## config.mk

```make
export PLATFORM = sky130hd
export DESIGN_NAME = rgb_layer_blend_unit
export DESIGN_NICKNAME = d
export VERILOG_FILES = /design/src/hdl/rlb_pkg.sv /design/src/hdl/rlb_lane.sv /design/src/hdl/rlb_merge.sv /design/src/hdl/rgb_layer_blend_unit.sv
export SDC_FILE = /design/constraint.sdc
export NUM_CORES = 1
export LEC_CHECK = 0
export BUFFER_PORTS_ARGS = -buffer_cell sky130_fd_sc_hd__clkbuf_2
export CORE_UTILIZATION = 30
export CTS_BUF_LIST = sky130_fd_sc_hd__clkbuf_4
export DETAILED_ROUTE_END_ITERATION = 8
export PLACE_DENSITY_LB_ADDON = 0.1
export SYNTH_ARGS = -nofsm -noshare
export SYNTH_HDL_FRONTEND = slang
export SYNTH_SLANG_ARGS = --single-unit
```

## constraint.sdc

```tcl
create_clock -name clk -period 9.4 [get_ports clk]
set_input_delay 0.47 -clock clk [delete_from_list [all_inputs] [get_ports clk]]
set_output_delay 0.47 -clock clk [all_outputs]
set_load 0.05 [all_outputs]
```

## src/hdl/rlb_pkg.sv

```systemverilog
// ---------------------------------------------------------------------------
// rlb_pkg: shared types and helpers for the RGB layer blend unit
// Pixel request types, mode and register codes, divide-by-255 rounding.
// ---------------------------------------------------------------------------
package rlb_pkg;

    localparam int NUM_LANES = 3;

    // blend_mode codes
    localparam logic [2:0] MODE_MULTIPLY = 3'd0;
    localparam logic [2:0] MODE_SUBTRACT = 3'd1;
    localparam logic [2:0] MODE_OVERLAY  = 3'd2;
    localparam logic [2:0] MODE_SCREEN   = 3'd3;
    localparam logic [2:0] MODE_ADD      = 3'd4;
    localparam logic [2:0] MODE_SCALE    = 3'd5;

    // configuration register indexes
    localparam logic [1:0] REG_BLEND_MODE     = 2'd0;
    localparam logic [1:0] REG_CHANNEL_SELECT = 2'd1;
    localparam logic [1:0] REG_CHANNEL_AMOUNT = 2'd2;

    typedef struct packed {
        logic [7:0] top_blue;
        logic [7:0] top_green;
        logic [7:0] top_red;
        logic [7:0] bottom_blue;
        logic [7:0] bottom_green;
        logic [7:0] bottom_red;
    } pix_in_t;

    typedef struct packed {
        logic [7:0] out_blue;
        logic [7:0] out_green;
        logic [7:0] out_red;
    } pix_out_t;

    // per-lane findings handed to the merge stage
    typedef struct packed {
        logic [7:0] blend;
        logic [7:0] chan;
    } lane_res_t;

    // round(x/255), half up; exact for x up to 65152
    function automatic logic [7:0] div255_round(input logic [16:0] x);
        logic [16:0] y;
        logic [16:0] z;
        begin
            y = x + 17'd128;
            z = y + {8'd0, y[16:8]};
            return z[15:8];
        end
    endfunction

endpackage

```

## src/hdl/rlb_lane.sv

```systemverilog
// ---------------------------------------------------------------------------
// rlb_lane: one colour channel of the blender
// Registers one 8x8 product per request, then finishes every mode's value.
// ---------------------------------------------------------------------------
module rlb_lane
    import rlb_pkg::*;
(
    input  logic              clk,
    input  logic              en,
    input  logic [7:0]        t,
    input  logic [7:0]        b,
    input  logic [2:0]        mode,
    input  logic signed [8:0] amount,
    output lane_res_t         res
);

    logic        inv;
    logic [7:0]  op_a;
    logic [7:0]  op_b;
    logic [15:0] prod_next;

    logic [15:0] prod_reg;
    logic [7:0]  t_reg;
    logic [7:0]  b_reg;
    logic        inv_reg;

    logic [16:0]       x;
    logic [7:0]        q;
    logic signed [9:0] sum;

    // screen, and overlay on a light bottom, work on the complements
    always_comb
    begin
        inv = (mode == MODE_SCREEN) || ((mode == MODE_OVERLAY) && b[7]);
        if (mode == MODE_SCALE)
        begin
            op_a = t;
            op_b = amount[8] ? 8'd0 : amount[7:0];
        end
        else if (inv)
        begin
            op_a = ~t;
            op_b = ~b;
        end
        else
        begin
            op_a = t;
            op_b = b;
        end
        prod_next = {8'd0, op_a} * {8'd0, op_b};
    end

    always_ff @(posedge clk)
    begin
        if (en)
        begin
            prod_reg <= prod_next;
            t_reg    <= t;
            b_reg    <= b;
            inv_reg  <= inv;
        end
    end

    always_comb
    begin
        x   = (mode == MODE_OVERLAY) ? {prod_reg, 1'b0} : {1'b0, prod_reg};
        q   = div255_round(x);
        sum = $signed({2'b00, t_reg}) + $signed({amount[8], amount});

        case (mode)
            MODE_MULTIPLY: res.blend = q;
            MODE_SUBTRACT: res.blend = (t_reg > b_reg) ? (t_reg - b_reg) : 8'd0;
            MODE_OVERLAY:  res.blend = inv_reg ? ~q : q;
            MODE_SCREEN:   res.blend = ~q;
            default:       res.blend = t_reg;
        endcase

        case (mode)
            MODE_ADD:
            begin
                if (sum[9])
                    res.chan = 8'd0;
                else if (sum[8])
                    res.chan = 8'hFF;
                else
                    res.chan = sum[7:0];
            end
            MODE_SCALE: res.chan = (prod_reg[15:8] != 8'd0) ? 8'hFF : prod_reg[7:0];
            default:    res.chan = t_reg;
        endcase
    end

endmodule

```

## src/hdl/rlb_merge.sv

```systemverilog
// ---------------------------------------------------------------------------
// rlb_merge: merges the lane findings into the output pixel register
// Picks the per-channel value or the blend value for each channel.
// ---------------------------------------------------------------------------
module rlb_merge
    import rlb_pkg::*;
(
    input  logic       clk,
    input  logic       en,
    input  lane_res_t  res [NUM_LANES],
    input  logic [2:0] mode,
    input  logic [1:0] chan_sel,
    output pix_out_t   pix
);

    logic [7:0] val [NUM_LANES];
    logic       chan_mode;
    pix_out_t   pix_next;
    pix_out_t   pix_reg;

    always_comb
    begin
        chan_mode = (mode == MODE_ADD) || (mode == MODE_SCALE);
        for (int i = 0; i < NUM_LANES; i++)
        begin
            val[i] = (chan_mode && (chan_sel == 2'(i))) ? res[i].chan : res[i].blend;
        end
        pix_next.out_blue  = val[0];
        pix_next.out_green = val[1];
        pix_next.out_red   = val[2];
    end

    always_ff @(posedge clk)
    begin
        if (en)
            pix_reg <= pix_next;
    end

    assign pix = pix_reg;

endmodule

```

## src/hdl/rgb_layer_blend_unit.sv

```systemverilog
// ---------------------------------------------------------------------------
// rgb_layer_blend_unit: two-layer BGR pixel blender
// Multiply, subtract, overlay and screen blends, plus single channel add/scale.
// ---------------------------------------------------------------------------
// Takes one top/bottom pixel pair per clock and returns one blended pixel per
// clock while the output side is ready; a request passes the lane product
// register, then the merge output register. Each of three channel lanes holds
// one 8x8 multiplier whose registered product feeds a combinational
// divide-by-255. Registers may be written only while no request is in flight; they take effect at once.
module rgb_layer_blend_unit
    import rlb_pkg::*;
(
    input  logic       clk,
    input  logic       rst_n,
    input  logic       in_valid,
    output logic       in_ready,
    input  pix_in_t    in_data,
    output logic       out_valid,
    input  logic       out_ready,
    output pix_out_t   out_data,
    input  logic       cfg_write,
    input  logic [1:0] cfg_index,
    input  logic [8:0] cfg_data
);

    logic [2:0]        blend_mode_reg;
    logic [1:0]        channel_select_reg;
    logic signed [8:0] channel_amount_reg;

    logic s1_valid_reg;
    logic out_valid_reg;
    logic adv1;
    logic adv2;

    logic [7:0] top_ch [NUM_LANES];
    logic [7:0] bot_ch [NUM_LANES];
    lane_res_t  res    [NUM_LANES];

    always_ff @(posedge clk or negedge rst_n)
    begin
        if (!rst_n)
        begin
            blend_mode_reg     <= MODE_MULTIPLY;
            channel_select_reg <= 2'd0;
            channel_amount_reg <= 9'sd0;
        end
        else if (cfg_write)
        begin
            case (cfg_index)
                REG_BLEND_MODE:     blend_mode_reg     <= cfg_data[2:0];
                REG_CHANNEL_SELECT: channel_select_reg <= cfg_data[1:0];
                REG_CHANNEL_AMOUNT: channel_amount_reg <= $signed(cfg_data);
                default: ;
            endcase
        end
    end

    // advance the output register when empty or drained, stage one behind it
    assign adv2     = !out_valid_reg || out_ready;
    assign in_ready = !s1_valid_reg || adv2;
    assign adv1     = in_valid && in_ready;

    always_ff @(posedge clk or negedge rst_n)
    begin
        if (!rst_n)
        begin
            s1_valid_reg  <= 1'b0;
            out_valid_reg <= 1'b0;
        end
        else
        begin
            if (in_ready)
                s1_valid_reg <= in_valid;
            if (adv2)
                out_valid_reg <= s1_valid_reg;
        end
    end

    assign top_ch[0] = in_data.top_blue;
    assign top_ch[1] = in_data.top_green;
    assign top_ch[2] = in_data.top_red;
    assign bot_ch[0] = in_data.bottom_blue;
    assign bot_ch[1] = in_data.bottom_green;
    assign bot_ch[2] = in_data.bottom_red;

    for (genvar g = 0; g < NUM_LANES; g++)
    begin : g_lane
        rlb_lane u_lane (
            .clk    (clk),
            .en     (adv1),
            .t      (top_ch[g]),
            .b      (bot_ch[g]),
            .mode   (blend_mode_reg),
            .amount (channel_amount_reg),
            .res    (res[g])
        );
    end

    rlb_merge u_merge (
        .clk      (clk),
        .en       (adv2 && s1_valid_reg),
        .res      (res),
        .mode     (blend_mode_reg),
        .chan_sel (channel_select_reg),
        .pix      (out_data)
    );

    assign out_valid = out_valid_reg;

    a_accept_fills: assert property (@(posedge clk) disable iff (!rst_n)
        in_valid && in_ready |=> s1_valid_reg)
        else $error("accepted request did not enter stage one");

    a_stage_moves: assert property (@(posedge clk) disable iff (!rst_n)
        s1_valid_reg && adv2 |=> out_valid_reg)
        else $error("stage one request lost on its way to the output");

    a_full_stall: assert property (@(posedge clk) disable iff (!rst_n)
        out_valid_reg && !out_ready && s1_valid_reg |-> !in_ready)
        else $error("request taken while the pipeline is full and stalled");

endmodule
```

=== After elaboration in Yosys (flattened, before gate mapping) ===
Cells that the tools add are included.

* Bitwise operators: 9
* $mul: 3
* Add/subtract/negate cells: 12
* Mux-type cells: 40
* Equality and inequality tests: 9
* $lt $le $gt $ge: 3
* Reduce and logical (&&, ||, !) cells: 25

{| class="wikitable"
|+ Operators by type and width
! cell !! count
|-
| $mux W8 || 31
|-
| $pmux W8 S4 || 3
|-
| $not A8 Y8 || 9
|-
| $add A17 B8 Y17 const B || 3
|-
| $mux W17 || 3
|-
| $add A16 B9 Y16 || 3
|-
| $mul A8 B8 Y16 || 3
|-
| $pmux W8 S2 || 3
|-
| $add A9 B9 Y10 || 3
|-
| $gt A8 B8 Y1 || 3
|-
| $reduce_bool A8 Y1 || 3
|-
| $sub A8 B8 Y8 || 3
|-
| $logic_and A1 B1 Y1 || 8
|-
| $eq A3 B2 Y1 const B || 2
|-
| $eq A3 B3 Y1 const B || 2
|-
| $logic_or A1 B1 Y1 || 6
|-
| $reduce_and A2 Y1 || 3
|-
| $eq A2 B1 Y1 const B || 2
|-
| $eq A2 B2 Y1 const B || 2
|-
| $logic_not A2 Y1 || 2
|-
| $eq A3 B1 Y1 const B || 1
|-
| $logic_not A3 Y1 || 1
|-
| $logic_not A1 Y1 || 2
|}

* Output and inout bits: 26
* Flip-flop bits (word level): 139
* Input bits: 64

=== Logic depth before layout (Yosys ltp) ===
Gate-level depths: netlist of the first run.

* Depth after elaboration: 8
* Gate-level depth with buffers: 25
* Mapped depth without buffers: 23

=== By module ===
Synthesis of the first run repeated with hierarchy kept, for this count alone.

* Cells, all modules: 1,879
* Area, all modules: 17,261.6 sq um

{| class="wikitable"
|+ Modules (own cells, without submodules)
! module !! sequential area each (sq um) !! times used !! cells each !! area an instance (sq um)
|-
| rlb_lane (g_lane[0].u_lane) || 991.0 || 1 || 600 || 5,193.7
|-
| rlb_lane (g_lane[1].u_lane) || 991.0 || 1 || 593 || 5,175.0
|-
| rlb_lane (g_lane[2].u_lane) || 991.0 || 1 || 594 || 5,172.5
|-
| rlb_merge || 720.7 || 1 || 53 || 1,049.8
|-
| rgb_layer_blend_unit || 400.4 || 1 || 39 || 670.6
|}

=== Least setup slack after synthesis of the first run ===
OpenSTA, ideal clock, no wires.

* Path type: flip-flop to flip-flop
* Start point: register blend_mode_reg[2]
* End point: register g_lane[1].u_lane.prod_reg[12], data pin
* Library setup time: 259 ps
* Buffers on the path: 2
* Arrival time: 5,470 ps
* Path slack: 3,671 ps
* Cell stages (with the launch flop): 23
* Period minus slack after synthesis: 5,729 ps
* Cells stage by stage: dfrtp_1 buf_1 inv_1 nand2_1 nor2_1 buf_2 xnor2_1 nor2_1 fa_1 inv_1 fa_1 inv_1 fa_1 inv_1 fa_1 inv_1 ha_1 a21boi_0 o311a_1 o21a_1 o21ai_0 nor2b_1 xnor2_1

* Longest elaborated chain between the ends: 6
* Elaborated cells on any way between the ends: 10
* Classes of those cells: 1 x mul; 3 x eq/ne; 4 x mux; 2 x reduce/logical

{| class="wikitable"
|+ Ends and longest elaborated chain
! item !! RTL line !! RTL
|-
| start: declaration || rgb_layer_blend_unit.sv:26 || <nowiki>logic [2:0] blend_mode_reg;</nowiki>
|-
| start signal: assignment || rgb_layer_blend_unit.sv:50 || <nowiki>REG_BLEND_MODE: blend_mode_reg <= cfg_data[2:0];</nowiki>
|-
| $eq A3 B2 Y1 || rlb_lane.sv:34 || <nowiki>inv = (mode == MODE_SCREEN) || ((mode == MODE_OVERLAY) && b[7]);</nowiki>
|-
| $logic_and A1 B1 Y1 || rlb_lane.sv:34 ||
|-
| $logic_or A1 B1 Y1 * || rlb_lane.sv:34 ||
|-
| via g_lane[1].u_lane.inv || rlb_lane.sv:17 || <nowiki>logic inv;</nowiki>
|-
| $mux W8 || rlb_lane.sv:40 || <nowiki>else if (inv)</nowiki>
|-
| $mux W8 || rlb_lane.sv:35 || <nowiki>if (mode == MODE_SCALE)</nowiki>
|-
| $mul A8 B8 Y16 * || rlb_lane.sv:50 || <nowiki>prod_next = {8'd0, op_a} * {8'd0, op_b};</nowiki>
|-
| via g_lane[1].u_lane.prod_next[12] || rlb_lane.sv:20 || <nowiki>logic [15:0] prod_next;</nowiki>
|-
| end signal: assignment || rlb_lane.sv:57 || <nowiki>prod_reg <= prod_next;</nowiki>
|-
| end: declaration || rlb_lane.sv:22 || <nowiki>logic [15:0] prod_reg;</nowiki>
|}

The timed path passes the listed nets; every way through them passes the cells marked *.
A chain may end at the register's enable or synchronous reset.

=== Worst setup path after layout of the first run ===
* Start point: register blend_mode_reg[2]
* End point: register g_lane[2].u_lane.prod_reg[15], data pin

* Longest elaborated chain between the ends: 6
* Elaborated cells on any way between the ends: 10
* Classes of those cells: 1 x mul; 3 x eq/ne; 4 x mux; 2 x reduce/logical

{| class="wikitable"
|+ Ends and longest elaborated chain
! item !! RTL line
|-
| $eq A3 B2 Y1 || rlb_lane.sv:34
|-
| $logic_and A1 B1 Y1 || rlb_lane.sv:34
|-
| $logic_or A1 B1 Y1 || rlb_lane.sv:34
|-
| $mux W8 || rlb_lane.sv:40
|-
| $mux W8 || rlb_lane.sv:35
|-
| $mul A8 B8 Y16 * || rlb_lane.sv:50
|-
| via g_lane[2].u_lane.prod_next[15] || rlb_lane.sv:20
|-
| end signal: assignment || rlb_lane.sv:57
|-
| end: declaration || rlb_lane.sv:22
|}

Marks and branches as above.

==> impl_results.md, run 1 <==
- Gpl congestion: 0.859
- Most common cell after layout, fill and taps aside: nor2_1
- Worst Path Max Fanout: 31
- Setup_tns: 0 ns
- Root buffer cell: clkbuf_4
- Die Y-Extent: 237 um
- Placed cells: 2594
- Post-CTS setup buffers: 0
- Clock buffer depth: 2
- CP bufs+invs: 6
- Final worst-path cycle share: 72.8%
- CP Data Required Time: 9.93 ns
- Post-Synthesis Cells: 1836
- CP endpoint kind: register
- Fin cells: 2691
- Most frequent cells in the layout: nor2_1 (236), inv_1 (201), ha_1 (183)
- Clock sinks: 139
- Overall routing resource usage: 18.7%
- Post-route setup slack: 2.56 ns
- Final antenna-violating net count: 0
- Seq cells post-synth: 139
- Max reg flops: 48
- Antenna violations before repair: 1
- Top Ports: 90
- Slowest cell on crit path: nor2_2
- HPWL after DPL: 40.7 mm
- Slew @ Worst Pin: 1.07 ns
- Number of global-route vias before repair: 13.6k
- Post-CTS Hold Buffers: 62
- TritonCTS clock tree: built
- Clk slew on worst S/H paths: 0.14 ns
- Post-place setup slack: 2.58 ns
- Final Setup Violations: 0
- Status: finished clean
- Crit path DAT: 7.37 ns
- Critical path's largest stage delay: 0.82 ns
- Mapped Avg Cell Area: 9.02 um^2
- Critical-path cell list: buf_4 > inv_1 > buf_4 > nand2_1 > nor2_2 > xnor2_1 > or2_2 > fa_1 > fa_1 > inv_1 > fa_1 > inv_1 > fa_1 > inv_1 > ha_1 > a21boi_0 > o21ai_0 > a21oi_1 > nand4_1 > nand3_1 > o41ai_1 > xnor2_1
- Tmin final: 6.84 ns
- Max-slew violation count: 0
- NumNets Final: 2340
- Die ar.: 56100 um^2
- Pin count of the biggest net entering global routing: 56
- First-pass GRT wire length: 79.6 mm
- Share of cells above drive strength 1: 10.3%
- Syn. warnings: 0
- DRC: 0
- Vias per std cell: 4.96
- Crit path kind: register to register
- Initial Util: 30.6%
- Core area: 54100 um^2
- Ys flop type: edfxtp_1
- Hold Vio Cnt, Final: 0
- CP Launch Type: register
- Syn Nets: 2197
- Crit-path leading delay family: adder cells
- # fillers: 5631
- Max-cap viol count: 0
- First-pass iteration count of the detailed router: 5
- Number of flops mapped to enable cells by yosys: 123
- Grt total ovfl: 0
- Via Count: 13.4k
- RSZ-0062 raised after global routing: no
- Area Overhead vs Synth: 13.4%
- Die Span X: 237 um
- Yosys cell types: 73
- Area of the mapped netlist: 16600 um^2
- Multi-input gate area: 11500 um^2
- Slew margin rel.: 28.5%
- Routed wire length: 50.6 mm
- Row count: 85
- Clk Latency, worst-skew pair: 0.77 ns
- Sequential Area: 4090 um^2
- Final Skew: 0.0253 ns
- CTS HTree Levels: 4
- Sequential share of the synthesized area: 24.7%
- IO buf count: 89
- CTS buffer count: 17
- Final Util: 34.7%
- Iter 0 DRT Violations: 824
- Async SR Flop Fraction: 11.5%
- CTS-repair resized insts: 0
- F_max: 146 MHz
- Hold/Removal Path Class: primary input to register
- Wire length per cell: 18.8 um
## cell families after synthesis
group | after synthesis | share of synthesized area [%]
AO/OA/AOI/OAI | 331 | 12.8
XOR/XNOR | 166 | 8.83
adder cells (fa/ha/maj) | 297 | 27.6
buffers and inverters | 247 | 5.79
flip-flops | 139 | 24.7
multiplexers | 47 | 3.02
AND/OR/NAND/NOR | 609 | 17.2
## layout make-up
class,instances,area share [%]
diodes,3,0.0400
clock buffers,21,0.840
clock inverters,11,0.893
inverters,202,4.04
multi-input cells,1450,61.3
flip-flops and latches,139,21.8
well taps,696,4.64
repair buffers,169,6.40
## per-stage QoR
stage / hold slack (ns) / area (um^2)
2_1_floorplan: 0.174 / 16600
3_3_place_gp: 0.424 / 17800
3_5_place_dp: 0.436 / 17800
4_1_cts: 0.0145 / 18800
5_1_grt: 0.103 / 18800
6_report: 0.118 / 18800
## worst register-to-register path, stage by stage (launching register included)
cell and delay [ns]:
dfrtp_1 0.38, buf_4 0.25, inv_1 0.13, buf_4 0.33, nand2_1 0.19, nor2_2 0.82
xnor2_1 0.45, or2_2 0.40, fa_1 0.52, fa_1 0.55, inv_1 0.05, fa_1 0.47
inv_1 0.05, fa_1 0.47, inv_1 0.04, ha_1 0.28, a21boi_0 0.15, o21ai_0 0.26
a21oi_1 0.14, nand4_1 0.11, nand3_1 0.10, o41ai_1 0.36, xnor2_1 0.11
## metal layers
| metal | track usage (%) | vias up | wire length, um |
|---|---|---|---|
| li1 | - | 6567 | - |
| met1 | 26.4 | 6520 | 25300 |
| met2 | 29.5 | 235 | 22700 |
| met3 | 2.65 | 34 | 1860 |
| met4 | 5.47 | 0 | 754 |
| met5 | 0 | - | 0 |
## cell usage after synthesis (all sizes together), types with 16 or more instances
| cell | count | share of area, % |
|---|---|---|
| buf | 19 | 0.61 |
| nor2b | 29 | 1.1 |
| xnor2 | 124 | 6.6 |
| edfxtp | 123 | 22 |
| mux2i | 32 | 2.0 |
| fa | 114 | 14 |
| nand2 | 139 | 3.2 |
| nand2b | 33 | 1.2 |
| ha | 183 | 14 |
| nand3 | 41 | 1.3 |
| dfrtp | 16 | 2.4 |
| o21a | 18 | 0.82 |
| nor3 | 25 | 0.79 |
| or2 | 32 | 1.2 |
| clkbuf | 26 | 0.60 |
| a21oi | 75 | 2.3 |
| nand4 | 16 | 0.70 |
| inv | 201 | 4.6 |
| o21ai | 102 | 3.1 |
| xor2 | 42 | 2.2 |
| a21o | 43 | 2.0 |
| nor2 | 239 | 5.4 |
## worst paths after layout
check / startpoint / to / slack [ns] / depth (start not counted)
max: blend_mode_reg[2] / g_lane[2].u_lane.prod_reg[15] / 2.56 / 22
min: cfg_index[0] / blend_mode_reg[2] / 0.12 / 3
max reg2reg: blend_mode_reg[2] / g_lane[2].u_lane.prod_reg[15] / 2.56 / 22
min reg2reg: s1_valid_reg / out_valid / 0.50 / 1
max in group asynchronous: rst_n / channel_amount_reg[5] / 8.95 / 2
min in group asynchronous: rst_n / channel_amount_reg[7] / 0.16 / 2
Power of run 1 is not shown: default switching activity piles up to over one toggle a cycle in this logic, so the estimate is an artifact.
==> run 2: changes to the inputs <==
- clock period: 9.4 -> 6.1 ns (I/O delays scaled with it)
==> run 2 against run 1 <==
Compared with the run above: count of clock-buffer cells in the layout fell by 2; first-iteration DRC count rose by 6.2%; register-to-register slack got worse by 2.2 ns; critical endpoint is now g_lane[0].u_lane.prod_reg[15]; utilization rose by 0.72 points.
==> impl_results.md, run 2 (synthesis gave the netlist of run 1 again) <==
- Final Skew: 0.0429 ns (was 0.0253 ns)
- Initial Util: 30.6% (unchanged)
- RSZ-0062 raised after global routing: yes (was no)
- CP Launch Type: register (unchanged)
- FF-to-FF End: g_lane[0].u_lane.prod_reg[15] (was g_lane[2].u_lane.prod_reg[15])
- Max-cap viol count: 0 (unchanged)
- Hold Vio Cnt, Final: 0 (unchanged)
- Crit path kind: register to register (unchanged)
- Psw: 6.27 mW
- Clk slew on worst S/H paths: 0.16 ns (was 0.14 ns)
- Die ar.: 56100 um^2 (unchanged)
- Area Overhead vs Synth: 15.8% (was 13.4%)
- Vias per std cell: 4.89 (was 4.96)
- Iter 0 DRT Violations: 875 (was 824)
- Final worst-path cycle share: 94.8% (was 72.8%)
- Critical-path cell list: inv_1 > nand2_1 > nor2_4 > buf_4 > xnor2_1 > a21oi_1 > nand2b_1 > fa_1 > fa_1 > inv_1 > fa_1 > inv_1 > fa_1 > inv_1 > ha_1 > a21boi_1 > o21ai_0 > a21oi_1 > nand4_1 > nand3_1 > o41ai_1 > xnor2_1 (was buf_4 > inv_1 > buf_4 > nand2_1 > nor2_2 > xnor2_1 > or2_2 > fa_1 > fa_1 > inv_1 > fa_1 > inv_1 > fa_1 > inv_1 > ha_1 > a21boi_0 > o21ai_0 > a21oi_1 > nand4_1 > nand3_1 > o41ai_1 > xnor2_1)
- Top Ports: 90 (unchanged)
- IO buf count: 89 (unchanged)
- CTS buffer count: 17 (unchanged)
- CP Data Required Time: 6.59 ns (was 9.93 ns)
- Tmin final: 5.78 ns (was 6.84 ns)
- CTS HTree Levels: 4 (unchanged)
- F_max: 173 MHz (was 146 MHz)
- Slew margin rel.: 15.8% (was 28.5%)
- Placed cell area: 18100 um^2 (was 17800 um^2)
- Slew @ Worst Pin: 1.26 ns (was 1.07 ns)
- PwrDens: 659 nW/um^2
- Grt total ovfl: 0 (unchanged)
- Seq pwr share: 17.1%
- TritonCTS clock tree: built (unchanged)
- Max rail drop VDD: 442 uV
- Reg2reg path depth: 22 (unchanged)
- Hold Startpoint: cfg_index[0] (unchanged)
- Int Power: 6.35 mW
- Combinational share of power: 77.6%
- Crit Reg-Reg Startpoint: blend_mode_reg[2] (unchanged)
- Worst R2R Setup Slack: 0.32 ns (was 2.56 ns)
- Die Y-Extent: 237 um (unchanged)
- Worst Path Max Fanout: 10 (was 31)
- Most common cell after layout, fill and taps aside: nor2_1 (unchanged)
- Overall Power: 12.6 mW
- Min-Delay Endpoint: channel_amount_reg[1] (was blend_mode_reg[2])
- DRC: 0 (unchanged)
- Overall routing resource usage: 18.8% (was 18.7%)
- Antenna violations before repair: 1 (unchanged)
- Sw Ratio: 49.7%
- Core area: 54100 um^2 (unchanged)
- First-pass iteration count of the detailed router: 5 (unchanged)
- Row count: 85 (unchanged)
- Status: finished clean (unchanged)
- Share of cells above drive strength 1: 12.7% (was 10.3%)
- Slowest cell on crit path: fa_1 (was nor2_2)
- Fin cells: 2741 (was 2691)
- Hold/Removal Path Class: primary input to register (unchanged)
- First-pass GRT wire length: 80.0 mm (was 79.6 mm)
- Crit path DAT: 6.27 ns (was 7.37 ns)
- Max reg flops: 48 (unchanged)
- Number of global-route vias before repair: 13.6k (about the same)
- Root buffer cell: clkbuf_4 (unchanged)
- Clock buffer depth: 2 (unchanged)
- NumNets Final: 2389 (was 2340)
- Most frequent cells in the layout: nor2_1 (236), inv_1 (201), ha_1 (183) (unchanged)
- HPWL after DPL: 41.6 mm (was 40.7 mm)
- Wire length per cell: 18.6 um (was 18.8 um)
- Clk Latency, worst-skew pair: 0.77 ns (about the same)
- CP endpoint kind: register (unchanged)
- Routed wire length: 50.9 mm (was 50.6 mm)
- Worst Hold Path Cells: 3 (unchanged)
- Gpl congestion: 0.859 (about the same)
- Clock sinks: 139 (unchanged)
- Pin count of the biggest net entering global routing: 53 (was 56)
- Max-slew violation count: 0 (unchanged)
- Placed cells: 2638 (was 2594)
- Critical path's largest stage delay: 0.53 ns (was 0.82 ns)
- Via Count: 13.4k (about the same)
- Pleak: 8.57 nW
- Final Setup Violations: 0 (unchanged)
- Clk network pwr share: 5.4%
- Die Span X: 237 um (unchanged)
- Final antenna-violating net count: 0 (unchanged)
- Post-route cell area: 19200 um^2 (was 18800 um^2)
-- run 2: changes by cell type in the layout (fill, tap and decap cells not counted), sizes merged, moves of 2 or more --
cell	delta
buf	+45
clkinvlp	+5
dlygate4sd3	+4
bufinv	-2
clkbuf	-2
inv	-2
-- run 2: worst max-delay path, delay by kind of cell (launching register included) --
kind / cells / cell delay [ns]
adder cells (fa/ha/maj): 5 / 2.27
AO/OA/AOI/OAI: 5 / 1.27
AND/OR/NAND/NOR: 5 / 0.80
buffers and inverters: 5 / 0.52
flip-flops: 1 / 0.42
XOR/XNOR: 2 / 0.22
-- run 2: per-stage QoR --
stage               utilization (%)  setup TNS, ns  setup WS, ns  hold WS (ns)
CTS                            35.3              0         0.201         0.182
detailed placement             33.5              0         0.289         0.274
global placement               33.5              0         0.398         0.280
floorplan                         -              0         0.371       0.00941
finish                         35.4              0         0.316         0.283
global route                   35.4        -0.0171       -0.0171         0.255
-- run 2: worst max path at each step --
stage | endpoint | cells past startpoint | from
CTS | g_lane[0].u_lane.prod_reg[15] | 23 | blend_mode_reg[2]
floorplan | g_lane[1].u_lane.prod_reg[12] | 22 | blend_mode_reg[2]
detailed placement | g_lane[0].u_lane.prod_reg[15] | 23 | blend_mode_reg[2]
global route | g_lane[0].u_lane.prod_reg[15] | 21 | blend_mode_reg[0]
global placement | g_lane[2].u_lane.prod_reg[12] | 22 | blend_mode_reg[2]
finish | g_lane[0].u_lane.prod_reg[15] | 22 | blend_mode_reg[2]
-- run 2: what timing repair did --
item                                    in CTS  in global routing
hold endpoints to repair                    81                  0
endpoints found under the setup margin       0                  7
hold buffers                                66                  0
setup buffers                                0                  1
gates resized for setup                      0                 13
-- run 2: metal layers --
metal  GRT usage, %  vias up  wire [um]
met1           27.3     6450      25900
li1               -     6659          -
met2           28.6      250      22000
met4           5.06        0        888
met3           3.33       44       2120
met5              0        -          0
-- run 2: power by group through the flow --
stage | combinational (mW) | sequential, mW | clock, mW
final | 9.79 | 2.16 | 0.678
after global routing | 11.3 | 2.19 | 0.732
after CTS | 9.95 | 2.15 | 0.712
after detailed placement | 9.82 | 2.17 | 0
after global placement | 9.80 | 2.17 | 0
after floorplan | 7.41 | 2.12 | 0
-- run 2: layout make-up --
type	instances	area, um^2
Clock inverter	13	141
Timing Repair Buffer	218	1580
Antenna cell	4	10.0
Sequential cell	139	4090
Tap cell	696	871
Fill cell	5621	35000
Clock buffer	19	143
Inverter	202	758
Multi-Input combinational cell	1450	11600
Note: power is estimated with default switching activity, not from simulation.
==> run 3: changes to the inputs <==
- BUFFER_PORTS_ARGS: -buffer_cell sky130_fd_sc_hd__clkbuf_2 -> not set
- CELL_PAD_IN_SITES_DETAIL_PLACEMENT: not set -> 0
- CELL_PAD_IN_SITES_GLOBAL_PLACEMENT: not set -> 2
- DONT_BUFFER_PORTS: not set -> 1
==> run 3 against run 2 <==
Compared with the run above: combinational power down 2%; clock power up 7.1%; non-clock buffer count down 71; register-to-register slack better by 0.03 ns; largest cell class unchanged.
==> impl_results.md, run 3 (synthesis gave the netlist of run 1 again) <==
- DRC: 0 (unchanged)
- Hold Vio Cnt, Final: 0 (unchanged)
- IO buf count: 0 (was 89)
- Setup_tns: 0 ns (unchanged)
- HPWL after DPL: 43.8 mm (was 41.6 mm)
- Overall routing resource usage: 20.1% (was 18.8%)
- Multi-input gate area: 11500 um^2 (was 11600 um^2)
- Die Span X: 237 um (unchanged)
- Sequential Area: 4100 um^2 (was 4090 um^2)
- Worst Path Max Fanout: 16 (was 10)
- F_max: 174 MHz (was 173 MHz)
- Root buffer cell: clkbuf_4 (unchanged)
- Status: finished clean (unchanged)
- Vias per std cell: 4.95 (was 4.89)
- CTS buffer count: 17 (unchanged)
- Post-CTS setup buffers: 0 (unchanged)
- Via Count: 13.2k (was 13.4k)
- Antenna violations before repair: 2 (was 1)
- Area Overhead vs Synth: 13.9% (was 15.8%)
- Placed cell area: 17800 um^2 (was 18100 um^2)
- CP endpoint kind: register (unchanged)
- CP Launch Type: register (unchanged)
- Final antenna-violating net count: 0 (unchanged)
- TritonCTS clock tree: built (unchanged)
- Most frequent cells in the layout: nor2_1 (236), inv_1 (201), ha_1 (183) (unchanged)
- Gpl congestion: 0.840 (was 0.859)
- Worst hold slack: 0.152 ns (was 0.283 ns)
- NumNets Final: 2318 (was 2389)
- Hold/Removal Path Class: primary input to register (unchanged)
- Max-slew violation count: 0 (unchanged)
- Clock sinks: 139 (unchanged)
- # fillers: 5665 (was 5621)
- Crit path kind: register to register (unchanged)
- Most common cell after layout, fill and taps aside: nor2_1 (unchanged)
- Pleak: 8.31 nW (was 8.57 nW)
- Final worst-path cycle share: 94.3% (was 94.8%)
- CP Data Required Time: 6.61 ns (was 6.59 ns)
- Max rail drop VDD: 584 uV (was 442 uV)
- Final Skew: 0.0376 ns (was 0.0429 ns)
- Clk slew on worst S/H paths: 0.14 ns (was 0.16 ns)
- Grt total ovfl: 0 (unchanged)
- Number of global-route vias before repair: 13.8k (was 13.6k)
- Wire length per cell: 20.2 um (was 18.6 um)
- Die Y-Extent: 237 um (unchanged)
- Slew @ Worst Pin: 0.939 ns (was 1.26 ns)
- Top Ports: 90 (unchanged)
- Routed wire length: 53.9 mm (was 50.9 mm)
- First-pass iteration count of the detailed router: 5 (unchanged)
- Row count: 85 (unchanged)
- PwrDens: 674 nW/um^2 (was 659 nW/um^2)
- Crit path DAT: 6.26 ns (was 6.27 ns)
- Slew margin rel.: 37.0% (was 15.8%)
- Final Setup Violations: 0 (unchanged)
- Final Util: 34.8% (was 35.4%)
- Core area: 54100 um^2 (unchanged)
- First-pass GRT wire length: 83.6 mm (was 80.0 mm)
- Pin count of the biggest net entering global routing: 55 (was 53)
- Max-cap viol count: 0 (unchanged)
- RSZ-0062 raised after global routing: no (was yes)
- Iter 0 DRT Violations: 650 (was 875)
- Post-route cell area: 18900 um^2 (was 19200 um^2)
- Share of cells above drive strength 1: 9.04% (was 12.7%)
- Initial Util: 30.6% (unchanged)
- CTS HTree Levels: 4 (unchanged)
- Clk Latency, worst-skew pair: 0.76 ns (was 0.77 ns)
- Die ar.: 56100 um^2 (unchanged)
- Tmin final: 5.75 ns (was 5.78 ns)
- Clock buffer depth: 2 (unchanged)
- Max reg flops: 48 (unchanged)
run 3: cell count changes in the layout (fill, tap and decap cells not counted), moves of 4 or more:
| cell | delta |
|---|---|
| clkbuf_2 | -89 |
| buf_4 | +14 |
| clkinv_4 | +6 |
| a21o_1 | +4 |
| a21o_2 | -4 |
| clkinvlp_4 | -4 |
| dlygate4sd3_1 | +4 |
| xnor2_1 | +4 |
| xnor2_2 | -4 |
run 3: final timing paths:
kind	start	end	slack, ns	cells after the start
min reg2reg	s1_valid_reg	out_valid	0.51	1
max reg2reg	blend_mode_reg[0]	g_lane[2].u_lane.prod_reg[12]	0.35	21
min in group asynchronous	rst_n	channel_amount_reg[5]	0.58	2
min	cfg_index[1]	channel_amount_reg[0]	0.15	2
max	blend_mode_reg[0]	g_lane[2].u_lane.prod_reg[12]	0.35	21
max in group asynchronous	rst_n	blend_mode_reg[1]	5.01	2
run 3: cell type report:
cell class,instances,share of cell area (%)
Multi-Input combinational cell,1450,61.1
Sequential cell,139,21.7
Timing Repair Buffer,147,6.85
Tap cell,696,4.62
Inverter,202,4.02
Clock inverter,13,0.896
Clock buffer,19,0.756
Antenna cell,2,0.0265
run 3: per-stage QoR:
step                      std cells  setup slack (ns)  power (mW)
after floorplan                1836             0.371        9.53
after global placement         2564             0.477        12.2
after detailed placement       2564             0.365        12.1
after CTS                      2666             0.324        13.0
after global routing           2668          0.000767        14.4
final                          2668             0.345        12.7
run 3: worst max-delay path: stages (launching register included):
cell and delay [ns]:
dfrtp_1 0.47, buf_4 0.23, nor2_1 0.07, nor2_2 0.08
buf_4 0.29, xnor2_1 0.11, a21o_1 0.28, or2_2 0.34
fa_1 0.51, fa_1 0.57, inv_1 0.06, fa_1 0.47
inv_1 0.05, fa_1 0.48, inv_1 0.04, ha_1 0.29
a21boi_0 0.17, o311a_1 0.33, o21a_1 0.19, o21ai_0 0.21
nor2b_1 0.19, xnor2_1 0.08
run 3: what timing repair did:
action / 4_1_cts / 5_1_grt
hold endpoints to repair: 89 / 0
gates resized for setup: 0 / 2
endpoints found under the setup margin: 0 / 2
hold buffers: 70 / 0
run 3: power breakdown:
| part | total (mW) | switching [mW] | internal [mW] |
|---|---|---|---|
| clock network | 0.726 | 0.430 | 0.296 |
| logic | 9.64 | 5.25 | 4.38 |
| registers | 2.35 | 0.556 | 1.79 |
run 3: metal layers:
metal / GRT usage [%] / vias up / routed length [um] / share of wire [%]
li1: - / 6531 / - / -
met1: 26.6 / 6439 / 25600 / 48
met2: 33.6 / 202 / 25500 / 47
met3: 3.16 / 43 / 1700 / 3.2
met4: 5.69 / 0 / 1030 / 1.9
met5: 0 / - / 0 / 0
